## config.mk

```make
export PLATFORM = sky130hd
export DESIGN_NAME = proximity_lid_and_fill_controller_unit_flat
export DESIGN_NICKNAME = d
export VERILOG_FILES = /design/src/plfc_pkg.sv /design/src/plfc_if.sv /design/src/plfc_cfg_regs.sv /design/src/plfc_lid_ctrl.sv /design/src/plfc_fill_ctrl.sv /design/src/proximity_lid_and_fill_controller_unit.sv /design/src/flat_wrapper.sv
export SDC_FILE = /design/constraint.sdc
export NUM_CORES = 1
export LEC_CHECK = 0
export ABC_CLOCK_PERIOD_IN_PS = 14600
export BUFFER_PORTS_ARGS = -buffer_cell sky130_fd_sc_hd__buf_2
export CAP_MARGIN = 20
export CORE_MARGIN = 3
export CORE_UTILIZATION = 56
export DETAILED_ROUTE_END_ITERATION = 12
export PLACE_DENSITY_LB_ADDON = 0.12
export SETUP_SLACK_MARGIN = 0.4
export SLEW_MARGIN = 0
export SYNTH_ARGS = -nofsm -noshare
export SYNTH_HDL_FRONTEND = slang
export SYNTH_SLANG_ARGS = --single-unit
```

## constraint.sdc

```tcl
create_clock -name clk -period 14.6 [get_ports clk]
set_input_delay 1.46 -clock clk [delete_from_list [all_inputs] [get_ports clk]]
set_output_delay 1.46 -clock clk [all_outputs]
set_load 0.02 [all_outputs]
```

## src/plfc_pkg.sv

```systemverilog
package plfc_pkg;

    // Field widths of the sample, the result and the registers
    localparam int TimeW   = 32;
    localparam int EchoW   = 15;
    localparam int CountW  = 4;
    localparam int MsW     = 16;
    localparam int AngleW  = 8;
    localparam int LevelW  = 2;
    localparam int CfgIdxW = 3;
    localparam int CfgDatW = 16;

    // Register indexes on the configuration channel
    localparam logic [CfgIdxW-1:0] REG_DETECT_ECHO_MAX = 3'd0;
    localparam logic [CfgIdxW-1:0] REG_REQUIRED_DETECTS = 3'd1;
    localparam logic [CfgIdxW-1:0] REG_HOLD_MS = 3'd2;
    localparam logic [CfgIdxW-1:0] REG_FULL_ECHO_MAX = 3'd3;
    localparam logic [CfgIdxW-1:0] REG_MEDIUM_ECHO_MAX = 3'd4;
    localparam logic [CfgIdxW-1:0] REG_BUZZ_MS = 3'd5;
    localparam logic [CfgIdxW-1:0] REG_ANGLE_OPEN = 3'd6;
    localparam logic [CfgIdxW-1:0] REG_CLOSED_ANGLE = 3'd7;

    // Fill level codes
    localparam logic [LevelW-1:0] LEVEL_EMPTY = 2'd0;
    localparam logic [LevelW-1:0] LEVEL_MEDIUM = 2'd1;
    localparam logic [LevelW-1:0] LEVEL_FULL = 2'd2;

    // Register reset values
    localparam logic [EchoW-1:0]  RST_DETECT_ECHO_MAX = 15'd583;
    localparam logic [CountW-1:0] RST_REQUIRED_DETECTS = 4'd2;
    localparam logic [MsW-1:0]    RST_HOLD_MS = 16'd3000;
    localparam logic [EchoW-1:0]  RST_FULL_ECHO_MAX = 15'd291;
    localparam logic [EchoW-1:0]  RST_MEDIUM_ECHO_MAX = 15'd699;
    localparam logic [MsW-1:0]    RST_BUZZ_MS = 16'd1000;
    localparam logic [AngleW-1:0] RST_ANGLE_OPEN = 8'd100;
    localparam logic [AngleW-1:0] RST_CLOSED_ANGLE = 8'd50;

    // All configuration registers as one bundle
    typedef struct packed {
        logic [EchoW-1:0]  detect_echo_max_us;
        logic [CountW-1:0] required_detects;
        logic [MsW-1:0]    hold_ms;
        logic [EchoW-1:0]  full_echo_max_us;
        logic [EchoW-1:0]  medium_echo_max_us;
        logic [MsW-1:0]    buzz_ms;
        logic [AngleW-1:0] angle_open;
        logic [AngleW-1:0] closed_angle;
    } cfg_t;

    // Sample held in the input register
    typedef struct packed {
        logic [TimeW-1:0] now_ms;
        logic [EchoW-1:0] outer_echo_us;
        logic [EchoW-1:0] inner_echo_us;
    } sample_t;

endpackage

```

## src/plfc_if.sv

```systemverilog
// Sample channel: one sensor reading per item.
interface plfc_in_if;
    logic                        valid;
    logic                        ready;
    logic [plfc_pkg::TimeW-1:0]  now_ms;
    logic [plfc_pkg::EchoW-1:0]  outer_echo_us;
    logic [plfc_pkg::EchoW-1:0]  inner_echo_us;

    modport source (output valid, output now_ms, output outer_echo_us,
                    output inner_echo_us, input ready);
    modport sink (input valid, input now_ms, input outer_echo_us,
                  input inner_echo_us, output ready);
endinterface

// Result channel: lid, servo, fill and buzzer state per item.
interface plfc_out_if;
    logic                        valid;
    logic                        ready;
    logic                        lid_open;
    logic [plfc_pkg::AngleW-1:0] servo_angle;
    logic [plfc_pkg::LevelW-1:0] fill_level;
    logic                        buzzer_on;

    modport source (output valid, output lid_open, output servo_angle,
                    output fill_level, output buzzer_on, input ready);
    modport sink (input valid, input lid_open, input servo_angle,
                  input fill_level, input buzzer_on, output ready);
endinterface

// Configuration write channel.
interface plfc_cfg_if;
    logic                         valid;
    logic                         ready;
    logic [plfc_pkg::CfgIdxW-1:0] index;
    logic [plfc_pkg::CfgDatW-1:0] data;

    modport source (output valid, output index, output data, input ready);
    modport sink (input valid, input index, input data, output ready);
endinterface

```

## src/plfc_cfg_regs.sv

```systemverilog
module plfc_cfg_regs
(
    input  logic             clk,
    input  logic             rst_n,
    plfc_cfg_if.sink         cfg,
    output plfc_pkg::cfg_t   regs
);

    plfc_pkg::cfg_t regs_reg;
    plfc_pkg::cfg_t regs_next;

    // Writes are always taken; the value is cut to the register width.
    assign cfg.ready = 1'b1;

    always_comb
    begin
        regs_next = regs_reg;
        if (cfg.valid)
        begin
            unique case (cfg.index)
                plfc_pkg::REG_DETECT_ECHO_MAX:
                    regs_next.detect_echo_max_us = cfg.data[plfc_pkg::EchoW-1:0];
                plfc_pkg::REG_REQUIRED_DETECTS:
                    regs_next.required_detects = cfg.data[plfc_pkg::CountW-1:0];
                plfc_pkg::REG_HOLD_MS:
                    regs_next.hold_ms = cfg.data[plfc_pkg::MsW-1:0];
                plfc_pkg::REG_FULL_ECHO_MAX:
                    regs_next.full_echo_max_us = cfg.data[plfc_pkg::EchoW-1:0];
                plfc_pkg::REG_MEDIUM_ECHO_MAX:
                    regs_next.medium_echo_max_us = cfg.data[plfc_pkg::EchoW-1:0];
                plfc_pkg::REG_BUZZ_MS:
                    regs_next.buzz_ms = cfg.data[plfc_pkg::MsW-1:0];
                plfc_pkg::REG_ANGLE_OPEN:
                    regs_next.angle_open = cfg.data[plfc_pkg::AngleW-1:0];
                plfc_pkg::REG_CLOSED_ANGLE:
                    regs_next.closed_angle = cfg.data[plfc_pkg::AngleW-1:0];
                default:
                    regs_next = regs_reg;
            endcase
        end
    end

    always_ff @(posedge clk or negedge rst_n)
    begin
        if (!rst_n)
        begin
            regs_reg.detect_echo_max_us <= plfc_pkg::RST_DETECT_ECHO_MAX;
            regs_reg.required_detects   <= plfc_pkg::RST_REQUIRED_DETECTS;
            regs_reg.hold_ms            <= plfc_pkg::RST_HOLD_MS;
            regs_reg.full_echo_max_us   <= plfc_pkg::RST_FULL_ECHO_MAX;
            regs_reg.medium_echo_max_us <= plfc_pkg::RST_MEDIUM_ECHO_MAX;
            regs_reg.buzz_ms            <= plfc_pkg::RST_BUZZ_MS;
            regs_reg.angle_open         <= plfc_pkg::RST_ANGLE_OPEN;
            regs_reg.closed_angle       <= plfc_pkg::RST_CLOSED_ANGLE;
        end
        else
        begin
            regs_reg <= regs_next;
        end
    end

    assign regs = regs_reg;

endmodule

```

## src/plfc_lid_ctrl.sv

```systemverilog
module plfc_lid_ctrl
(
    input  logic                        clk,
    input  logic                        rst_n,
    input  plfc_pkg::cfg_t              regs,
    input  logic                        step,
    input  logic [plfc_pkg::TimeW-1:0]  now_ms,
    input  logic [plfc_pkg::EchoW-1:0]  outer_echo_us,
    output logic                        lid_open
);

    logic                        lid_is_open_reg;
    logic                        lid_is_open_next;
    logic [plfc_pkg::CountW-1:0] hand_count_reg;
    logic [plfc_pkg::CountW-1:0] hand_count_next;
    logic [plfc_pkg::TimeW-1:0]  last_seen_ms_reg;
    logic [plfc_pkg::TimeW-1:0]  last_seen_ms_next;

    logic                        hand;
    logic [plfc_pkg::CountW-1:0] count_upd;
    logic                        opening;
    logic                        open_mid;
    logic [plfc_pkg::TimeW-1:0]  elapsed;

    // Hand detection and saturating consecutive-hand counter.
    assign hand = (outer_echo_us != '0) && (outer_echo_us <= regs.detect_echo_max_us);

    always_comb
    begin
        if (!hand)
        begin
            count_upd = '0;
        end
        else if (hand_count_reg < regs.required_detects)
        begin
            count_upd = hand_count_reg + 1'b1;
        end
        else
        begin
            count_upd = hand_count_reg;
        end
    end

    // Opening, hold restart on a hand, and close after the hold time.
    assign opening  = !lid_is_open_reg && (count_upd >= regs.required_detects);
    assign open_mid = lid_is_open_reg || opening;

    always_comb
    begin
        last_seen_ms_next = last_seen_ms_reg;
        if (opening || (open_mid && hand))
        begin
            last_seen_ms_next = now_ms;
        end
    end

    // Elapsed time wraps modulo the timestamp width.
    assign elapsed = now_ms - last_seen_ms_next;

    always_comb
    begin
        lid_is_open_next = open_mid;
        hand_count_next  = opening ? '0 : count_upd;
        if (open_mid && (elapsed >= {{(plfc_pkg::TimeW-plfc_pkg::MsW){1'b0}}, regs.hold_ms}))
        begin
            lid_is_open_next = 1'b0;
            hand_count_next  = '0;
        end
    end

    always_ff @(posedge clk or negedge rst_n)
    begin
        if (!rst_n)
        begin
            lid_is_open_reg  <= 1'b0;
            hand_count_reg   <= '0;
            last_seen_ms_reg <= '0;
        end
        else if (step)
        begin
            lid_is_open_reg  <= lid_is_open_next;
            hand_count_reg   <= hand_count_next;
            last_seen_ms_reg <= last_seen_ms_next;
        end
    end

    assign lid_open = lid_is_open_next;

endmodule

```

## src/plfc_fill_ctrl.sv

```systemverilog
module plfc_fill_ctrl
(
    input  logic                        clk,
    input  logic                        rst_n,
    input  plfc_pkg::cfg_t              regs,
    input  logic                        step,
    input  logic [plfc_pkg::TimeW-1:0]  now_ms,
    input  logic [plfc_pkg::EchoW-1:0]  inner_echo_us,
    output logic [plfc_pkg::LevelW-1:0] fill_level,
    output logic                        buzzer_on
);

    logic                       buzz_active_reg;
    logic                       buzz_active_next;
    logic [plfc_pkg::TimeW-1:0] buzz_start_ms_reg;
    logic [plfc_pkg::TimeW-1:0] buzz_start_ms_next;

    logic [plfc_pkg::LevelW-1:0] level;
    logic                        start;
    logic                        active_mid;
    logic [plfc_pkg::TimeW-1:0]  elapsed;

    // Classify the inner echo; full wins over medium.
    always_comb
    begin
        if (inner_echo_us == '0)
        begin
            level = plfc_pkg::LEVEL_EMPTY;
        end
        else if (inner_echo_us <= regs.full_echo_max_us)
        begin
            level = plfc_pkg::LEVEL_FULL;
        end
        else if (inner_echo_us <= regs.medium_echo_max_us)
        begin
            level = plfc_pkg::LEVEL_MEDIUM;
        end
        else
        begin
            level = plfc_pkg::LEVEL_EMPTY;
        end
    end

    // A full bin starts a burst when the buzzer is idle.
    assign start              = (level == plfc_pkg::LEVEL_FULL) && !buzz_active_reg;
    assign active_mid         = buzz_active_reg || start;
    assign buzz_start_ms_next = start ? now_ms : buzz_start_ms_reg;
    assign elapsed            = now_ms - buzz_start_ms_next;

    // The burst ends once its length has elapsed.
    assign buzz_active_next = active_mid &&
        (elapsed < {{(plfc_pkg::TimeW-plfc_pkg::MsW){1'b0}}, regs.buzz_ms});

    always_ff @(posedge clk or negedge rst_n)
    begin
        if (!rst_n)
        begin
            buzz_active_reg   <= 1'b0;
            buzz_start_ms_reg <= '0;
        end
        else if (step)
        begin
            buzz_active_reg   <= buzz_active_next;
            buzz_start_ms_reg <= buzz_start_ms_next;
        end
    end

    assign fill_level = level;
    assign buzzer_on  = buzz_active_next;

endmodule

```

## src/proximity_lid_and_fill_controller_unit.sv

```systemverilog
// Channel   Direction  Handshake      Carries
// sample    in         valid/ready    now_ms, outer_echo_us, inner_echo_us
// result    out        valid/ready    lid_open, servo_angle, fill_level, buzzer_on
// cfg       in         valid/ready    index, data (register write, always ready)
//
// One item per cycle sustained while the result side is ready; an accepted sample is held in
// the input register, then the lid and fill update loads its result into the result register,
// which then presents it as valid.
// The controller state advances in the same cycle the result register is loaded.
// rst_n is asynchronous, active low; it restores register defaults and clears the valid flags and controller state.
// A stalled result holds the result register, and the input register still takes one item.
module proximity_lid_and_fill_controller_unit
(
    input  logic        clk,
    input  logic        rst_n,
    plfc_in_if.sink     sample,
    plfc_out_if.source  result,
    plfc_cfg_if.sink    cfg
);

    plfc_pkg::cfg_t regs;

    logic              in_valid_reg;
    logic              in_valid_next;
    plfc_pkg::sample_t in_data_reg;

    logic                        out_valid_reg;
    logic                        out_valid_next;
    logic                        lid_open_reg;
    logic [plfc_pkg::AngleW-1:0] servo_angle_reg;
    logic [plfc_pkg::LevelW-1:0] fill_level_reg;
    logic                        buzzer_on_reg;

    logic                        step;
    logic                        lid_open;
    logic [plfc_pkg::LevelW-1:0] fill_level;
    logic                        buzzer_on;

    plfc_cfg_regs u_cfg_regs
    (
        .clk   (clk),
        .rst_n (rst_n),
        .cfg   (cfg),
        .regs  (regs)
    );

    // Pipeline control: the held item moves on when the result slot frees.
    assign step         = in_valid_reg && (!out_valid_reg || result.ready);
    assign sample.ready = !in_valid_reg || step;

    always_comb
    begin
        in_valid_next = in_valid_reg;
        if (sample.valid && sample.ready)
        begin
            in_valid_next = 1'b1;
        end
        else if (step)
        begin
            in_valid_next = 1'b0;
        end
    end

    always_comb
    begin
        out_valid_next = out_valid_reg;
        if (step)
        begin
            out_valid_next = 1'b1;
        end
        else if (result.ready)
        begin
            out_valid_next = 1'b0;
        end
    end

    always_ff @(posedge clk or negedge rst_n)
    begin
        if (!rst_n)
        begin
            in_valid_reg  <= 1'b0;
            out_valid_reg <= 1'b0;
        end
        else
        begin
            in_valid_reg  <= in_valid_next;
            out_valid_reg <= out_valid_next;
        end
    end

    // Input register.
    always_ff @(posedge clk)
    begin
        if (sample.valid && sample.ready)
        begin
            in_data_reg.now_ms        <= sample.now_ms;
            in_data_reg.outer_echo_us <= sample.outer_echo_us;
            in_data_reg.inner_echo_us <= sample.inner_echo_us;
        end
    end

    plfc_lid_ctrl u_lid_ctrl
    (
        .clk           (clk),
        .rst_n         (rst_n),
        .regs          (regs),
        .step          (step),
        .now_ms        (in_data_reg.now_ms),
        .outer_echo_us (in_data_reg.outer_echo_us),
        .lid_open      (lid_open)
    );

    plfc_fill_ctrl u_fill_ctrl
    (
        .clk           (clk),
        .rst_n         (rst_n),
        .regs          (regs),
        .step          (step),
        .now_ms        (in_data_reg.now_ms),
        .inner_echo_us (in_data_reg.inner_echo_us),
        .fill_level    (fill_level),
        .buzzer_on     (buzzer_on)
    );

    // Result register.
    always_ff @(posedge clk)
    begin
        if (step)
        begin
            lid_open_reg    <= lid_open;
            servo_angle_reg <= lid_open ? regs.angle_open : regs.closed_angle;
            fill_level_reg  <= fill_level;
            buzzer_on_reg   <= buzzer_on;
        end
    end

    assign result.valid       = out_valid_reg;
    assign result.lid_open    = lid_open_reg;
    assign result.servo_angle = servo_angle_reg;
    assign result.fill_level  = fill_level_reg;
    assign result.buzzer_on   = buzzer_on_reg;

    // An accepted sample is held in the input register on the next cycle.
    assert property (@(posedge clk) disable iff (!rst_n)
        (sample.valid && sample.ready) |=> in_valid_reg)
        else $error("accepted sample missing from input register");

    // The fill level never carries the unused code.
    assert property (@(posedge clk) disable iff (!rst_n)
        result.valid |-> (result.fill_level <= plfc_pkg::LEVEL_FULL))
        else $error("fill level out of range");

    // An open lid shows the configured open angle on the servo.
    assert property (@(posedge clk) disable iff (!rst_n)
        (result.valid && result.lid_open) |-> (result.servo_angle == regs.angle_open))
        else $error("servo angle does not match open lid");

    // A held item moves on whenever the result slot is free.
    assert property (@(posedge clk) disable iff (!rst_n)
        (in_valid_reg && !out_valid_reg) |=> out_valid_reg)
        else $error("held item did not advance into free result slot");

endmodule

```

## src/flat_wrapper.sv

```systemverilog
// flat-port wrapper written by rule: the top's interface ports become plain ports
module proximity_lid_and_fill_controller_unit_flat 
  (clk, rst_n, sample_valid, sample_now_ms, sample_outer_echo_us, sample_inner_echo_us, sample_ready, result_valid, result_lid_open, result_servo_angle, result_fill_level, result_buzzer_on, result_ready, cfg_valid, cfg_index, cfg_data, cfg_ready);
  plfc_in_if sample_i ();
  plfc_out_if result_i ();
  plfc_cfg_if cfg_i ();
  input  logic clk;
  input  logic rst_n;
  input wire logic [$bits(sample_i.valid)-1:0] sample_valid;
  input wire logic [$bits(sample_i.now_ms)-1:0] sample_now_ms;
  input wire logic [$bits(sample_i.outer_echo_us)-1:0] sample_outer_echo_us;
  input wire logic [$bits(sample_i.inner_echo_us)-1:0] sample_inner_echo_us;
  output wire logic [$bits(sample_i.ready)-1:0] sample_ready;
  output wire logic [$bits(result_i.valid)-1:0] result_valid;
  output wire logic [$bits(result_i.lid_open)-1:0] result_lid_open;
  output wire logic [$bits(result_i.servo_angle)-1:0] result_servo_angle;
  output wire logic [$bits(result_i.fill_level)-1:0] result_fill_level;
  output wire logic [$bits(result_i.buzzer_on)-1:0] result_buzzer_on;
  input wire logic [$bits(result_i.ready)-1:0] result_ready;
  input wire logic [$bits(cfg_i.valid)-1:0] cfg_valid;
  input wire logic [$bits(cfg_i.index)-1:0] cfg_index;
  input wire logic [$bits(cfg_i.data)-1:0] cfg_data;
  output wire logic [$bits(cfg_i.ready)-1:0] cfg_ready;
  assign sample_i.valid = sample_valid;
  assign sample_i.now_ms = sample_now_ms;
  assign sample_i.outer_echo_us = sample_outer_echo_us;
  assign sample_i.inner_echo_us = sample_inner_echo_us;
  assign sample_ready = sample_i.ready;
  assign result_valid = result_i.valid;
  assign result_lid_open = result_i.lid_open;
  assign result_servo_angle = result_i.servo_angle;
  assign result_fill_level = result_i.fill_level;
  assign result_buzzer_on = result_i.buzzer_on;
  assign result_i.ready = result_ready;
  assign cfg_i.valid = cfg_valid;
  assign cfg_i.index = cfg_index;
  assign cfg_i.data = cfg_data;
  assign cfg_ready = cfg_i.ready;
  proximity_lid_and_fill_controller_unit u_core (.clk(clk), .rst_n(rst_n), .sample(sample_i), .result(result_i), .cfg(cfg_i));
endmodule
```

==> results of run 1 <==
==> stage by stage <==
stage / area (um^2) / utilization
global route: 17300 / 0.637
detailed placement: 16400 / 0.605
global placement: 16400 / 0.605
CTS: 17300 / 0.637
finish: 17300 / 0.637
floorplan: 15500 / -
==> logic make-up (layout without fill, tap and decap cells) <==
| group | count (synthesis) | count (layout) | synth area share |
|---|---|---|---|
| DFF | 243 | 243 | 0.418 |
| and+or+nand+nor | 409 | 409 | 0.132 |
| other | 1 | 1 | 0.000241 |
| muxes | 130 | 130 | 0.0890 |
| adders and majority gates | 152 | 152 | 0.122 |
| AOI/OAI and AO/OA | 430 | 430 | 0.174 |
| buffers and inverters | 167 | 271 | 0.0415 |
| xor gates and xnor gates | 42 | 42 | 0.0237 |
==> final timing paths <==
check,startpoint,end,cells after the start
max reg2reg,u_core.u_cfg_regs.regs[84],u_core.result.servo_angle[7],36
max in group asynchronous,rst_n,u_core.u_fill_ctrl.buzz_start_ms_reg[22],2
max,u_core.u_cfg_regs.regs[84],u_core.result.servo_angle[7],36
min in group asynchronous,rst_n,u_core.u_cfg_regs.regs[34],1
min reg2reg,u_core.u_fill_ctrl.buzz_start_ms_reg[24],u_core.u_fill_ctrl.buzz_start_ms_reg[24],2
min,u_core.u_fill_ctrl.buzz_start_ms_reg[24],u_core.u_fill_ctrl.buzz_start_ms_reg[24],2
==> cell usage after synthesis (8+ instances only) <==
cell type	n	area (um^2)
a21oi_1	78	390
clkbuf_1	46	173
mux2_2	63	709
xor2_1	15	131
mux2i_1	65	651
o22ai_1	8	50.1
nor4_1	12	75.1
dfstp_2	36	946
o31ai_1	9	67.6
o21a_1	14	105
nand3_1	17	85.1
xnor2_1	27	236
a21o_1	49	368
a211oi_1	15	113
nand4b_1	8	70.1
ha_1	143	1790
dfrtp_1	133	3330
nor2_1	71	267
nand4_1	22	138
o21ai_0	159	796
nor2b_1	15	93.8
nor3_1	18	90.1
or3_1	9	56.3
nand2_1	164	616
inv_1	111	417
a31oi_1	15	93.8
edfxtp_1	74	2220
o21bai_1	11	82.6
and3_1	9	56.3
nand2b_1	23	144
==> layer usage <==
metal | track usage | up-vias
met4 | 0.0700 | 2
met1 | 0.371 | 5701
met5 | 0 | -
met2 | 0.396 | 357
met3 | 0.0441 | 83
li1 | - | 5917
==> final cells by class <==
| type | instances | area [um^2] |
|---|---|---|
| repair buffers | 109 | 577 |
| fillers | 2254 | 9830 |
| multi-input cells | 1164 | 8430 |
| clock buffers | 38 | 768 |
| flip-flops and latches | 243 | 6500 |
| well taps | 372 | 465 |
| clock inverters | 12 | 113 |
| inverters | 112 | 420 |
==> worst min-delay path: stages (launching register included) <==
cell and delay, ps:
dfrtp_1 340, nand2_1 40, o21ai_0 60
==> power by group through the flow <==
stage	combinational (mW)	sequential [mW]	clock, mW
floorplan	1.29	0.938	0
global placement	1.64	0.951	0
detailed placement	1.67	0.957	0
CTS	1.69	0.946	0.687
global route	1.90	0.963	0.717
finish	1.71	0.946	0.671
==> summary.txt, run 1 <==
Worst setup path
  – CP delay by family, top: compound AO/OA/AOI/OAI gates
  – Arr. time, crit path: 10110 ps
  – Required @ worst endpoint: approximately 15000 ps
  – Most used cell along the critical path: a21oi_1
  – CP peak stage delay: 570 ps
  – Slowest stage cell on the critical path: or2_2
  – Crit Path Class: reg -> reg
  – Worst setup SP type: flop
  – R2R setup slack: roughly 4800 ps
  – Crit-path max FO: 16
  – CP Capture Type: flop
  – Critical path buffer and inverter count: 1

Floorplan
  – Chip Height: 173 um
  – # IOs: a little over 100
  – Starting density of the core: 0.573
  – Die area: a little under 30000 um^2
  – Row Count: 60
  – Die Width: ~170 um
  – Core box area: about 27000 um^2

Run
  – Max-cap violations: 0

Global route
  – Antenna violations before repair: 1
  – First-pass GRT wire length: slightly above 60 mm
  – Vias in the first global route: roughly 12k
  – Grt ovf: 0
  – Overall Global Routing Usage: 0.255
  – Largest net degree at the start of global routing: between 90 and 100

Power and ir drop
  – Sequential share of power: 0.285
  – Power Dens Cells: approximately 190 nW/um^2
  – Clock power share: 0.202
  – Final Power: about 3.3 mW
  – Sw frac: 0.412
  – VDD IR-drop max: 125 uV
  – Cell internal pwr: a little under 2 mW
  – Leakage: 7.67 nW
  – NetSw: 1.37 mW
  – Comb power frac: 0.513

Route
  – Initial DRC Count: between 800 and 900
  – WL met3: 2.41 mm
  – Top routing layer in use: met5
  – Post-route DRC: 0
  – Avg Vias per Cell: approximately 6
  – Final wirelength: 38.4 mm
  – Routed Antenna Nets: 0
  – Met2 WL: roughly 17 mm
  – Metal-1 WL: 18.0 mm
  – Via count: roughly 12k
  – Drt first pass iters: 7
  – WL/cell: 18.7 um

Yosys
  – Seq cells post-synth: about 240
  – Post-synth EDFFs: between 70 and 80
  – Mapped Nets: approximately 1.8k
  – Async set-reset flop share out of synthesis: 0.695
  – Synth Cell Area: ~16000 um^2
  – Sequential fraction of the synthesis area: 0.418
  – Ys flop type: dfrtp_1
  – Post-synth cell types: 80
  – Post-Syn Area per Cell: around 10 um^2
  – Cells after Synth: between 1.5k and 2k
  – Ys Warns: 0

Clocking
  – Clk Latency, worst-skew pair: roughly 560 ps
  – Deepest clock path buffer count: 3
  – Clock root buffer: clkbuf_16
  – TritonCTS Buffers: 27
  – H-tree levels: 1
  – CTS tree: yes
  – Hold_buf cts: 0
  – Clock slew at reported path FFs: approximately 60 ps
  – PostCTS Resize Cnt: 0
  – Post CTS Setup Buffer Count: 0
  – Clk sinks: 243

Finish
  – Layout cell share with drive strength beyond 1: 0.167
  – Synth-to-layout area growth: 11.1%
  – Largest register FFs: a little under 100
  – Commonest non-fill, non-tap cell in the layout: nand2_1
  – Total Nets Final: between 1.5k and 2k
  – Leading cell types in the layout, fill and taps excluded: nand2_1 (163), o21ai_0 (159), ha_1 (143)
  – N_diodes: 0
  – Fin cells: ~2.1k

STA
  – Setup Viol. Count Final: 0
  – Tcrit/Tclk final: 0.671
  – Number of hold violations in the final report: 0
  – Hold Slack: between 400 and 500 ps
  – Max Transition Viols Final: 0
  – Unrepaired setup endpoints after global routing: false
  – Worst-margin pin slew: approximately 1000 ps
  – Setup Skew: about 25 ps
  – Final setup margin: between 4000 and 5000 ps
  – Max Clk Rate: ~0.1 GHz
  – Setup tns final: 0 ps
  – Slew headroom: 0.328
  – Fin crit period: around 9800 ps

Placement
  – Pre-CTS setup slack: about 5000 ps
  – Number of port buffers: just under 100
  – Routability cong.: around 0.95
  – DP HPWL: about 29 mm
  – Dpl cells: 2000

Run status
  – Status: complete, no violations

Hold path
  – Worst min-delay path class: reg -> reg
Power figures use the tool's default switching activity.
==> inputs of run 2 (changes only) <==
- ABC_AREA: unset -> 1
- ABC_CLOCK_PERIOD_IN_PS: 14600 -> 8600
- clock period: 14.6 -> 8.6 ns (I/O delays scaled with it)
==> summary.txt, run 2 <==
Worst setup path
  – Slowest stage cell on the critical path: dfstp_2
  – CP peak stage delay: 530 ps (-40 ps)
  – CP Capture Type: flop
  – CP delay by family, top: simple AND/OR/NAND/NOR gates
  – Worst setup SP type: flop
  – Critical path buffer and inverter count: 5 (+4)
  – Required @ worst endpoint: 8890 ps (-6020 ps)
  – Crit Path Class: reg -> reg
  – Most used cell along the critical path: nand2_1
  – Arr. time, crit path: 7730 ps (-2380 ps)
  – Crit-path max FO: 18 (+2)

Yosys
  – Ys flop type: dfrtp_1
  – Leading area contributor after synthesis: dfrtp_1
  – Mapped Nets: 2140 (+19%)
  – Async set-reset flop share out of synthesis: 0.695 (unchanged)
  – Cells after Synth: 1909 (+21%)
  – Ys Warns: 0 (unchanged)
  – Synth cell count leaders: nand2_1 (482), o21ai_0 (251), inv_1 (235)
  – Post-synth cell types: 54 (-33%)
  – Area contributors post-synth: dfrtp_1 (21%), edfxtp_1 (14%), nand2_1 (12%)
  – Post-synth EDFFs: 74 (unchanged)
  – Post-Syn Area per Cell: 8.11 um^2 (-18%)
  – Seq cells post-synth: 243 (unchanged)
  – Post-synth top area share: 0.215 (+0.000813)
  – Synth Cell Area: 15500 um^2 (-0.38%)
  – Count leader, synth: nand2_1
  – Sequential fraction of the synthesis area: 0.420 (+0.00159)

Floorplan
  – Row Count: 60 (unchanged)
  – Die area: 29700 um^2 (-0.36%)
  – Die Width: 172 um (-0.18%)
  – Chip Height: 172 um (-0.18%)
  – # IOs: 101 (unchanged)
  – Starting density of the core: 0.573 (-0.000583)
  – Core box area: 27000 um^2 (-0.28%)

STA
  – Tcrit/Tclk final: 0.865 (+0.194)
  – Slew headroom: 0.336 (+0.00774)
  – Number of hold violations in the final report: 0 (unchanged)
  – Unrepaired setup endpoints after global routing: false
  – Max Transition Viols Final: 0 (unchanged)
  – Worst-margin pin slew: 996 ps (-6.30 ps)
  – Fin crit period: 7440 ps (-2350 ps)
  – Final setup margin: 1160 ps (-3650 ps)
  – Setup tns final: 0 ps (unchanged)
  – Max Clk Rate: 0.134 GHz (+32%)
  – Setup Viol. Count Final: 0 (unchanged)
  – Setup Skew: 15.8 ps (-9.62 ps)
  – Hold Slack: 430 ps (-47.3 ps)

Global route
  – Vias in the first global route: 12.7k (+8.4%)
  – Antenna violations before repair: 0 (-1)
  – Grt ovf: 0 (unchanged)
  – Largest net degree at the start of global routing: 102 (+4.1%)
  – First-pass GRT wire length: 64.2 mm (+3.0%)
  – Overall Global Routing Usage: 0.269 (+0.0148)

Finish
  – Leading cell types in the layout, fill and taps excluded: nand2_1 (480), o21ai_0 (251), inv_1 (234)
  – Fillers: 2429 (+7.8%)
  – Area of the multi-input gates: 7900 um^2 (-6.4%)
  – Synth-to-layout area growth: 11.4%
  – Commonest non-fill, non-tap cell in the layout: nand2_1
  – Total Nets Final: 2229 (+18%)
  – Largest register FFs: 97 (unchanged)
  – Storage cell area: 6500 um^2 (unchanged)
  – N_diodes: 0 (unchanged)
  – Final Util: 0.638 (+0.000752)
  – Layout cell share with drive strength beyond 1: 0.126 (-0.0406)

Route
  – WL/cell: 16.5 um (-12%)
  – Post-route DRC: 0 (unchanged)
  – Avg Vias per Cell: 5.57 (-5.3%)
  – Initial DRC Count: 1090 (+30%)
  – Final wirelength: 39.1 mm (+1.8%)
  – Via count: 13.2k (+9.1%)
  – Routed Antenna Nets: 0 (unchanged)
  – Drt first pass iters: 6 (-1)

Clocking
  – Hold_buf cts: 0 (unchanged)
  – TritonCTS Buffers: 28 (+3.7%)
  – Clock root buffer: clkbuf_16
  – Clk Latency, worst-skew pair: 550 ps (about the same)
  – Clk sinks: 243 (unchanged)
  – H-tree levels: 1 (unchanged)
  – Deepest clock path buffer count: 3 (unchanged)
  – Clock slew at reported path FFs: 60 ps (about the same)
  – CTS tree: yes

Power and ir drop
  – Power Dens Cells: 362 nW/um^2 (+88%)
  – Leakage: 8.37 nW (+9.2%)
  – VDD IR-drop max: 252 uV (+100%)

Placement
  – Pre-CTS setup slack: 1070 ps (-3930 ps)
  – DP HPWL: 29.7 mm (+3.8%)
  – Routability cong.: 0.939 (-0.88%)
  – Number of port buffers: 99 (unchanged)

Run status
  – Status: complete, no violations

Run
  – Max-cap violations: 0 (unchanged)

Hold path
  – Worst min-delay path class: in -> async
run 2: layer usage:
metal	routed length, um	global-route usage	vias to the layer above
met4	637	0.0482	0
met2	17100	0.430	389
met1	18900	0.400	6167
met3	2410	0.0361	52
li1	-	-	6547
met5	0	0	-
run 2: worst paths after layout:
kind                                                         from                                endpoint  slack (ps)  cells past startpoint
min in group clk           u_core.u_lid_ctrl.last_seen_ms_reg[14]  u_core.u_lid_ctrl.last_seen_ms_reg[14]         480                      2
setup / recovery                       u_core.u_cfg_regs.regs[88]            u_core.result.servo_angle[0]        1160                     45
max in group asynchronous                                   rst_n              u_core.u_cfg_regs.regs[31]        6730                      2
setup reg to reg                       u_core.u_cfg_regs.regs[88]            u_core.result.servo_angle[0]        1160                     45
hold / removal                                              rst_n              u_core.u_cfg_regs.regs[49]         430                      1
hold reg to reg            u_core.u_lid_ctrl.last_seen_ms_reg[14]  u_core.u_lid_ctrl.last_seen_ms_reg[14]         480                      2
run 2: what timing repair did:
action,4_1_cts,5_1_grt
hold endpoints to repair,0,0
endpoints found under the setup margin,0,8
gates resized for setup,0,1
buffers inserted,0,0
run 2: logic make-up after synthesis:
| logic type | after synthesis | share of synthesized area |
|---|---|---|
| and+or+nand+nor | 778 | 0.228 |
| xor gates and xnor gates | 43 | 0.0243 |
| adders and majority gates | 145 | 0.118 |
| DFF | 243 | 0.420 |
| AOI/OAI and AO/OA | 411 | 0.139 |
| other | 1 | 0.000242 |
| buffers and inverters | 288 | 0.0711 |
run 2: layout make-up:
| cell class | instances | share of cell area |
|---|---|---|
| Inverter | 240 | 0.0522 |
| Sequential cell | 243 | 0.377 |
| Clock inverter | 9 | 0.00297 |
| Tap cell | 341 | 0.0247 |
| Clock buffer | 43 | 0.0517 |
| Multi-Input combinational cell | 1378 | 0.458 |
| Timing Repair Buffer | 107 | 0.0337 |
run 2: worst reg2reg max path, delay by kind of cell (launching register included):
kind	cells	cell delay [ps]
and+or+nand+nor	26	2940
DFF	1	530
xor gates and xnor gates	1	150
adders and majority gates	4	1280
AOI/OAI and AO/OA	9	1960
buffers and inverters	5	340
run 2: metrics by stage:
step	instances	area, um^2	power (mW)
after CTS	2360	17200	6.23
after global routing	2361	17200	6.85
after floorplan	1909	15500	4.20
after global placement	2308	16300	4.91
after detailed placement	2308	16300	5.00
final	2361	17200	6.25
run 2: power breakdown:
group / switching (mW) / leakage, nW / internal (mW)
clock network: 0.484 / 0.461 / 0.713
logic: 2.19 / 5.18 / 1.20
registers: 0.161 / 2.73 / 1.50
